File: src/sv/lcd4_pkg.sv
// types, codes and init tables for the 4-bit character lcd write sequencer
package lcd4_pkg;

  typedef enum logic [2:0] {
    OP_TICK     = 3'd0,
    OP_POWER_ON = 3'd1,
    OP_POWER_OFF = 3'd2,
    OP_BYTE     = 3'd3,
    OP_NIBBLE   = 3'd4
  } op_t;

  typedef enum logic [2:0] {
    PH_IDLE,
    PH_POWER,
    PH_SETUP,
    PH_STROBE,
    PH_POST,
    PH_HOLD
  } phase_t;

  typedef enum logic [2:0] {
    REG_BIT_DELAY     = 3'd0,
    REG_COMMAND_DELAY = 3'd1,
    REG_POWER_DELAY   = 3'd2,
    REG_CLEAR_DELAY   = 3'd3,
    REG_WAKE_DELAY    = 3'd4,
    REG_FUNCTION_SET  = 3'd5
  } reg_idx_t;

  localparam int unsigned CFG_W = 16;
  localparam logic [3:0] INIT_ITEMS = 4'd10;
  localparam logic [3:0] FIRST_BYTE_ITEM = 4'd4;

  localparam logic [7:0] BIT_DELAY_RST     = 8'd4;
  localparam logic [9:0] COMMAND_DELAY_RST = 10'd25;
  localparam logic [15:0] POWER_DELAY_RST  = 16'd1000;
  localparam logic [9:0] CLEAR_DELAY_RST   = 10'd150;
  localparam logic [9:0] WAKE_DELAY_RST    = 10'd200;
  localparam logic [7:0] FUNCTION_SET_RST  = 8'h2c;

  // byte (or nibble) sent for init item k
  function automatic logic [7:0] init_byte(input logic [3:0] k, input logic [7:0] fs);
    logic [7:0] b;
    unique case (k)
      4'd0, 4'd1, 4'd2: b = 8'h03;
      4'd3: b = 8'h02;
      4'd4: b = fs;
      4'd5: b = 8'h08;
      4'd6: b = 8'h01;
      4'd7: b = 8'h06;
      4'd8: b = 8'h0c;
      4'd9: b = 8'h80;
      default: b = 8'h00;
    endcase
    return b;
  endfunction

  // wait after init item k
  function automatic logic [15:0] post_wait(input logic [3:0] k, input logic [9:0] wake,
                                            input logic [9:0] clr, input logic [9:0] cmd);
    logic [15:0] w;
    priority if (k < 4'd3) begin
      w = {6'd0, wake};
    end else if (k == 4'd6) begin
      w = {6'd0, clr};
    end else if (k == 4'd9) begin
      w = {5'd0, cmd, 1'b0} + {6'd0, cmd};
    end else begin
      w = {6'd0, cmd};
    end
    return w;
  endfunction

endpackage

File: src/sv/char_lcd_4bit_write_sequencer.sv
// top level: 4-bit character lcd write sequencer with power and init sequencing
//
// Each accepted input beat is one microsecond tick and yields exactly one result beat
// with the pin levels after that tick. The sequencer state is updated by short logic at
// the input handshake and the result is held in an output register, so one beat is taken
// every cycle while the result side keeps up; a result waiting on out_ready holds off
// input only when the output register is full and not being taken. The user must write
// configuration registers via cfg_we/cfg_index/cfg_data only while idle (not enforced).
module char_lcd_4bit_write_sequencer (
  input  logic                          clk,
  input  logic                          rst_n,
  input  logic                          in_valid,
  output logic                          in_ready,
  input  logic [2:0]                    in_operation,
  input  logic [7:0]                    in_data_byte,
  input  logic                          in_register_select,
  input  logic [11:0]                   in_hold_ticks,
  output logic                          out_valid,
  input  logic                          out_ready,
  output logic                          out_lcd_enable,
  output logic                          out_lcd_rs,
  output logic                          out_lcd_rw,
  output logic [3:0]                    out_lcd_nibble,
  output logic                          out_power_enable,
  output logic                          out_pins_driven,
  output logic                          out_busy_res,
  output logic                          out_rejected,
  input  logic                          cfg_we,
  input  logic [2:0]                    cfg_index,
  input  logic [lcd4_pkg::CFG_W-1:0]    cfg_data
);

  // configuration
  logic [7:0]  bit_delay_r;
  logic [9:0]  command_delay_r;
  logic [15:0] power_delay_r;
  logic [9:0]  clear_delay_r;
  logic [9:0]  wake_delay_r;
  logic [7:0]  function_set_r;

  always_ff @(posedge clk) begin
    if (!rst_n) begin
      bit_delay_r     <= lcd4_pkg::BIT_DELAY_RST;
      command_delay_r <= lcd4_pkg::COMMAND_DELAY_RST;
      power_delay_r   <= lcd4_pkg::POWER_DELAY_RST;
      clear_delay_r   <= lcd4_pkg::CLEAR_DELAY_RST;
      wake_delay_r    <= lcd4_pkg::WAKE_DELAY_RST;
      function_set_r  <= lcd4_pkg::FUNCTION_SET_RST;
    end else if (cfg_we) begin
      unique case (cfg_index)
        lcd4_pkg::REG_BIT_DELAY:     bit_delay_r     <= cfg_data[7:0];
        lcd4_pkg::REG_COMMAND_DELAY: command_delay_r <= cfg_data[9:0];
        lcd4_pkg::REG_POWER_DELAY:   power_delay_r   <= cfg_data[15:0];
        lcd4_pkg::REG_CLEAR_DELAY:   clear_delay_r   <= cfg_data[9:0];
        lcd4_pkg::REG_WAKE_DELAY:    wake_delay_r    <= cfg_data[9:0];
        lcd4_pkg::REG_FUNCTION_SET:  function_set_r  <= cfg_data[7:0];
        default: ;
      endcase
    end
  end

  // sequencer state
  lcd4_pkg::phase_t phase_r, phase_nxt;
  logic [3:0]  init_step_r, init_step_nxt;
  logic [15:0] wait_count_r, wait_count_nxt;
  logic [7:0]  byte_latch_r, byte_latch_nxt;
  logic        select_latch_r, select_latch_nxt;
  logic        low_half_next_r, low_half_next_nxt;
  logic [11:0] hold_latch_r, hold_latch_nxt;
  logic        power_state_r, power_state_nxt;
  logic        driven_state_r, driven_state_nxt;
  logic [3:0]  bus_level_r, bus_level_nxt;
  logic        byte_mode_r, byte_mode_nxt;
  logic        rejected;

  logic        accept;
  logic        request;
  logic [3:0]  item_k;
  logic [7:0]  item_byte;
  logic [15:0] item_wait;
  logic [15:0] bit_wait;

  assign accept    = in_valid && in_ready;
  assign request   = (in_operation >= lcd4_pkg::OP_POWER_ON) &&
                     (in_operation <= lcd4_pkg::OP_NIBBLE);
  assign item_k    = (phase_r == lcd4_pkg::PH_POWER) ? 4'd0 : init_step_r;
  assign item_byte = lcd4_pkg::init_byte(item_k, function_set_r);
  assign item_wait = lcd4_pkg::post_wait(init_step_r - 4'd1, wake_delay_r,
                                         clear_delay_r, command_delay_r);
  assign bit_wait  = {8'd0, bit_delay_r};

  always_comb begin
    phase_nxt         = phase_r;
    init_step_nxt     = init_step_r;
    wait_count_nxt    = wait_count_r;
    byte_latch_nxt    = byte_latch_r;
    select_latch_nxt  = select_latch_r;
    low_half_next_nxt = low_half_next_r;
    hold_latch_nxt    = hold_latch_r;
    power_state_nxt   = power_state_r;
    driven_state_nxt  = driven_state_r;
    bus_level_nxt     = bus_level_r;
    byte_mode_nxt     = byte_mode_r;
    rejected          = 1'b0;
    if (phase_r != lcd4_pkg::PH_IDLE) begin
      rejected = request;
      if (wait_count_r > 16'd1) begin
        wait_count_nxt = wait_count_r - 16'd1;
      end else begin
        wait_count_nxt = 16'd0;
        unique case (phase_r)
          lcd4_pkg::PH_POWER, lcd4_pkg::PH_POST: begin
            if (phase_r == lcd4_pkg::PH_POST &&
                (init_step_r >= lcd4_pkg::INIT_ITEMS || init_step_r == 4'd0)) begin
              init_step_nxt = 4'd0;
              phase_nxt     = lcd4_pkg::PH_IDLE;
            end else begin
              // start the next init item
              init_step_nxt     = item_k + 4'd1;
              select_latch_nxt  = 1'b0;
              low_half_next_nxt = 1'b0;
              byte_latch_nxt    = item_byte;
              phase_nxt         = lcd4_pkg::PH_SETUP;
              wait_count_nxt    = bit_wait;
              if (item_k < lcd4_pkg::FIRST_BYTE_ITEM) begin
                byte_mode_nxt = 1'b0;
                bus_level_nxt = item_byte[3:0];
              end else begin
                byte_mode_nxt = 1'b1;
                bus_level_nxt = item_byte[7:4];
              end
            end
          end
          lcd4_pkg::PH_SETUP: begin
            phase_nxt      = lcd4_pkg::PH_STROBE;
            wait_count_nxt = bit_wait;
          end
          lcd4_pkg::PH_STROBE: begin
            if (byte_mode_r && !low_half_next_r) begin
              low_half_next_nxt = 1'b1;
              bus_level_nxt     = byte_latch_r[3:0];
              phase_nxt         = lcd4_pkg::PH_SETUP;
              wait_count_nxt    = bit_wait;
            end else if (init_step_r != 4'd0) begin
              phase_nxt      = lcd4_pkg::PH_POST;
              wait_count_nxt = item_wait;
            end else if (hold_latch_r == 12'd0) begin
              phase_nxt = lcd4_pkg::PH_IDLE;
            end else begin
              phase_nxt      = lcd4_pkg::PH_HOLD;
              wait_count_nxt = {4'd0, hold_latch_r};
            end
          end
          default: begin
            phase_nxt = lcd4_pkg::PH_IDLE;
          end
        endcase
      end
    end else begin
      unique case (in_operation)
        lcd4_pkg::OP_POWER_ON: begin
          power_state_nxt  = 1'b1;
          driven_state_nxt = 1'b1;
          bus_level_nxt    = 4'd0;
          select_latch_nxt = 1'b0;
          init_step_nxt    = 4'd0;
          phase_nxt        = lcd4_pkg::PH_POWER;
          wait_count_nxt   = power_delay_r;
        end
        lcd4_pkg::OP_POWER_OFF: begin
          power_state_nxt  = 1'b0;
          driven_state_nxt = 1'b0;
          bus_level_nxt    = 4'd0;
          select_latch_nxt = 1'b0;
        end
        lcd4_pkg::OP_BYTE, lcd4_pkg::OP_NIBBLE: begin
          init_step_nxt     = 4'd0;
          select_latch_nxt  = in_register_select;
          hold_latch_nxt    = in_hold_ticks;
          low_half_next_nxt = 1'b0;
          phase_nxt         = lcd4_pkg::PH_SETUP;
          wait_count_nxt    = bit_wait;
          if (in_operation == lcd4_pkg::OP_BYTE) begin
            byte_mode_nxt  = 1'b1;
            byte_latch_nxt = in_data_byte;
            bus_level_nxt  = in_data_byte[7:4];
          end else begin
            byte_mode_nxt  = 1'b0;
            byte_latch_nxt = {4'd0, in_data_byte[3:0]};
            bus_level_nxt  = in_data_byte[3:0];
          end
        end
        default: ;
      endcase
    end
  end

  always_ff @(posedge clk) begin
    if (!rst_n) begin
      phase_r         <= lcd4_pkg::PH_IDLE;
      init_step_r     <= 4'd0;
      wait_count_r    <= 16'd0;
      byte_latch_r    <= 8'd0;
      select_latch_r  <= 1'b0;
      low_half_next_r <= 1'b0;
      hold_latch_r    <= 12'd0;
      power_state_r   <= 1'b0;
      driven_state_r  <= 1'b0;
      bus_level_r     <= 4'd0;
      byte_mode_r     <= 1'b0;
    end else if (accept) begin
      phase_r         <= phase_nxt;
      init_step_r     <= init_step_nxt;
      wait_count_r    <= wait_count_nxt;
      byte_latch_r    <= byte_latch_nxt;
      select_latch_r  <= select_latch_nxt;
      low_half_next_r <= low_half_next_nxt;
      hold_latch_r    <= hold_latch_nxt;
      power_state_r   <= power_state_nxt;
      driven_state_r  <= driven_state_nxt;
      bus_level_r     <= bus_level_nxt;
      byte_mode_r     <= byte_mode_nxt;
    end
  end

  // result register
  logic       out_valid_r;
  logic       lcd_enable_r, lcd_rs_r, power_enable_r, pins_driven_r, busy_r, rejected_r;
  logic [3:0] lcd_nibble_r;

  assign in_ready = !out_valid_r || out_ready;

  always_ff @(posedge clk) begin
    if (!rst_n) begin
      out_valid_r <= 1'b0;
    end else if (in_ready) begin
      out_valid_r <= in_valid;
    end
  end

  always_ff @(posedge clk) begin
    if (accept) begin
      lcd_enable_r   <= (phase_nxt == lcd4_pkg::PH_STROBE) && driven_state_nxt;
      lcd_rs_r       <= driven_state_nxt && select_latch_nxt;
      lcd_nibble_r   <= driven_state_nxt ? bus_level_nxt : 4'd0;
      power_enable_r <= power_state_nxt;
      pins_driven_r  <= driven_state_nxt;
      busy_r         <= (phase_nxt != lcd4_pkg::PH_IDLE);
      rejected_r     <= rejected;
    end
  end

  assign out_valid        = out_valid_r;
  assign out_lcd_enable   = lcd_enable_r;
  assign out_lcd_rs       = lcd_rs_r;
  assign out_lcd_rw       = 1'b0;
  assign out_lcd_nibble   = lcd_nibble_r;
  assign out_power_enable = power_enable_r;
  assign out_pins_driven  = pins_driven_r;
  assign out_busy_res     = busy_r;
  assign out_rejected     = rejected_r;

  // checks
  a_strobe_busy: assert property (@(posedge clk) disable iff (!rst_n)
    out_valid_r && out_lcd_enable |-> out_pins_driven && out_busy_res)
    else $error("enable strobe outside a driven busy write");

  a_power_driven: assert property (@(posedge clk) disable iff (!rst_n)
    driven_state_r |-> power_state_r)
    else $error("pins driven with power off");

  a_power_phase: assert property (@(posedge clk) disable iff (!rst_n)
    phase_r == lcd4_pkg::PH_POWER |-> init_step_r == 4'd0 && power_state_r)
    else $error("power wait with init already running");

  a_stall_hold: assert property (@(posedge clk) disable iff (!rst_n)
    out_valid_r && !out_ready |=> $stable(phase_r) && $stable(wait_count_r))
    else $error("sequencer moved while result stalled");

endmodule
File: config.mk
export PLATFORM = sky130hd
export DESIGN_NAME = char_lcd_4bit_write_sequencer
export DESIGN_NICKNAME = d
export VERILOG_FILES = /design/src/sv/lcd4_pkg.sv /design/src/sv/char_lcd_4bit_write_sequencer.sv
export SDC_FILE = /design/constraint.sdc
export NUM_CORES = 1
export LEC_CHECK = 0
export BUFFER_PORTS_ARGS = -buffer_cell sky130_fd_sc_hd__buf_2
export CAP_MARGIN = 10
export CORE_UTILIZATION = 59
export DETAILED_ROUTE_END_ITERATION = 8
export MAX_ROUTING_LAYER = met4
export PLACE_DENSITY = 0.83
export SETUP_SLACK_MARGIN = 0.02
export SLEW_MARGIN = 15
export SYNTH_ARGS = -nofsm -noshare
export SYNTH_HDL_FRONTEND = slang
export SYNTH_SLANG_ARGS = --single-unit
File: constraint.sdc
create_clock -name clk -period 8.1 [get_ports clk]
set_input_delay 1.215 -clock clk [delete_from_list [all_inputs] [get_ports clk]]
set_output_delay 1.215 -clock clk [all_outputs]
set_load 0.005 [all_outputs]
==> results by group <==
STA
  • Period utilisation layout: 38.0%
  • Final count of hold timing violations: 0
  • Unrepaired setup endpoints after global routing: false
  • Worst-Margin Slew: 1060 ps
  • Final worst slack: between 5000 and 6000 ps
  • Final Max Slew Viols: 0
  • Post-Route Skew: roughly 9.3 ps
  • Setup TNS Final: 0 ps
  • Max-slew headroom: 28.6%
  • Final setup fails: 0
  • Fin crit period: 3080 ps
  • Hold WS: 453 ps
  • F_max: between 0.3 and 0.4 GHz

Worst hold path
  • Worst hold path type: reg2reg

Status
  • Status: completed

Die
  • Chip width: 111 µm
  • I/O pin count: 61
  • Core area: 11,500 µm²
  • Die height: 111 µm
  • Initial Utilization: 60.7%
  • Std cell rows: 39
  • Die ar.: approximately 12,000 µm²

Cells and area
  • Nets: 1,002
  • Proportion of layout cells with a drive suffix above 1: 13.1%
  • Final Non-Filler Cells: between 1,000 and 1,500
  • Layout fillers: 960
  • Post-layout util: 68.2%
  • Synth-to-layout area growth: 12.4%
  • Cell area after layout: 7820 µm²
  • # diodes: 0

Logic synthesis
  • Syn Area/Cell: 7.64 µm²
  • Post-synthesis sequential area ratio: 36.3%
  • Syn Inst Count: 911
  • Yosys warnings: 0
  • Ys flop type: dfxtp_1
  • Mapped Area: 6960 µm²
  • Share of the synthesized area in the top cell type: 31.9%
  • Yosys top cell by area: dfxtp_1
  • Ys async rst share: 0%
  • Top cells by area, synth: dfxtp_1 (32%), nand2_1 (11%), a21oi_1 (7.5%), edfxtp_1 (4.3%), o21ai_0 (3.9%)
  • Seq cells post-synth: 121
  • Synth cell types: 85
  • Syn nets: 976
  • EDFF count, synth: 10

Route
  • DR vias/cell: 6.57
  • ANT nets after route: 0
  • Drt drc: 0
  • Detailed-route via count: 7,178
  • Initial drt markers: 1,002
  • DRT Wirelength: ~21,000 µm
  • 1st-pass router iterations: 6
  • Wirelength per Cell: about 19 µm

Pwr
  • Net load switching power: between 0.4 and 0.5 mW
  • PD cells: 221 nW/µm²
  • Peak supply drop: 0.000172 V
  • Sequential share of power: 38.6%
  • Total Power: 1.73 mW
  • Int Pwr: 1.23 mW
  • Leak: 2.94 nW
  • Switch share: between 20 and 30%
  • Logic pwr share: between 10% and 20%
  • Clock power frac: 43.3%

Setup path
  • Crit path largest cell delay: 680 ps
  • Worst-path fanout max: 16
  • Critical path endpoint category: flop
  • Worst path required time: 8240 ps
  • Slowest-stage cell, CP: dfxtp_1
  • Critical path class: reg2reg
  • Startpoint Class: flop
  • Crit-path cells: or3b_2 -> and2_1 -> inv_1 -> ha_1 -> or3_1 -> a221oi_1 -> o31ai_1 -> a31oi_1 -> nor2_1
  • Worst Path Arrival: 3220 ps

CTS
  • Clk root buf: clkbuf_16
  • CTS tree: done
  • Number of CTS-inserted buffers: 17
  • H-tree depth: 4
  • Clk slew on worst S/H paths: 60 ps
  • Cts hold-fix bufs: 0
  • Setup bufs post-CTS: 0
  • Sink Count: 121
  • Skew-Pair Late Insertion Delay: 420 ps
  • Post-CTS Resized: 0
  • Clock Tree Buf Depth: 2

Flow run
  • Max-cap violations: 0

Global routing
  • Initial antenna violation count: 0
  • GRT Overall Usage: a little over a third
  • First-pass GRT wire length: 33,700 µm
  • Largest net degree at the start of global routing: 69
  • Total grt overflow: 0
  • Number of global-route vias before repair: 6,575

Place
  • Dpl cells: between 1,000 and 1,500
  • HPWL after DPL: 14,400 µm
  • GP Congestion: 0.978
  • Pre-CTS worst setup slack: about 4800 ps
  • Placed Area: between 7000 and 8000 µm²
  • Port Buf Inserts: between 50 and 60
## per-layer routing
| metal | track usage, % | wire length [µm] | up-vias |
|---|---|---|---|
| li1 | - | - | 3364 |
| met1 | 46.2 | 8480 | 3273 |
| met3 | 6.48 | 2090 | 73 |
| met2 | 53.3 | 9170 | 468 |
| met5 | - | 0 | - |
| met4 | 17.5 | 903 | 0 |
## cells by family (layout without fill, tap and decap cells)
group / count (synthesis) / count (layout) / synth area share, %
xor+xnor: 16 / 16 / 2.01
flops: 121 / 121 / 36.3
fa+ha+maj: 18 / 18 / 3.31
buf+inv: 78 / 116 / 4.46
mux: 14 / 14 / 2.07
other cells: 1 / 1 / 0.0539
simple gates: 386 / 386 / 26.5
compound gates: 277 / 277 / 25.3
## cell usage after synthesis, drive strengths merged (11+ instances only)
library cell	instances
dfxtp	111
mux2i	11
o211ai	11
xnor2	13
nand2	196
a21oi	104
nor2	48
a31oi	11
nand2b	11
nor3	18
o21ai	58
ha	16
clkbuf	52
nand3	41
inv	19
## cell usage in the layout (no fill, tap or decap), types with 11 or more instances in the layout
master,n
o21ai_0,54
nand2_1,195
nor3_1,18
a21oi_1,104
clkbuf_16,17
ha_1,16
a31oi_1,11
nand3_1,41
inv_1,18
dfxtp_1,111
nand2b_1,11
buf_2,59
xnor2_1,13
nor2_1,45
o211ai_1,11
mux2i_1,11
## worst max-delay path: cells and delay by family, from the launching register on
family,cells,cell delay (ps)
AND/OR/NAND/NOR,4,1030
AO/OA/AOI/OAI,3,730
flip-flops,1,680
adder cells (fa/ha/maj),1,290
buffers and inverters,1,80
## path summary, 6_finish.rpt
check / startpoint / endpoint / slack [ps] / cells past startpoint
max: phase_r[1]$_SDFFE_PN0P_ / out_lcd_nibble[0]$_SDFFCE_PN0P_ / 5020 / 9
min: wake_delay_r[1]$_SDFFE_PN0P_ / wake_delay_r[1]$_SDFFE_PN0P_ / 450 / 2
max reg2reg: phase_r[1]$_SDFFE_PN0P_ / out_lcd_nibble[0]$_SDFFCE_PN0P_ / 5020 / 9
min reg2reg: wake_delay_r[1]$_SDFFE_PN0P_ / wake_delay_r[1]$_SDFFE_PN0P_ / 450 / 2
## state kept, by name, summed over array words and instances (netlist names), 3 cells and up
name             flops
out_lcd_nibble       4
phase_r              3
init_step_r          4
wake_delay_r        10
clear_delay_r       10
function_set_r       8
wait_count_r        16
power_delay_r       16
bus_level_r          4
command_delay_r     10
hold_latch_r        12
byte_latch_r         4
bit_delay_r          8
## area by class of cell
class                   count  area, µm²  area share, %
flip-flops and latches    121       2520           32.2
inverters                  19       71.3          0.912
clock buffers              22        454           5.81
well taps                 143        179           2.29
clock inverters             9        124           1.58
multi-input cells         712       4130           52.7
repair buffers             66        348           4.45
## power groups by stage
| stage | Clock (mW) | Sequential, mW | Combinational, mW |
|---|---|---|---|
| floorplan | 0 | 0.665 | 0.231 |
| CTS | 0.750 | 0.667 | 0.306 |
| global route | 0.778 | 0.671 | 0.342 |
| global placement | 0 | 0.678 | 0.299 |
| finish | 0.751 | 0.668 | 0.313 |
| detailed placement | 0 | 0.679 | 0.303 |
Power figures use the tool's default switching activity.
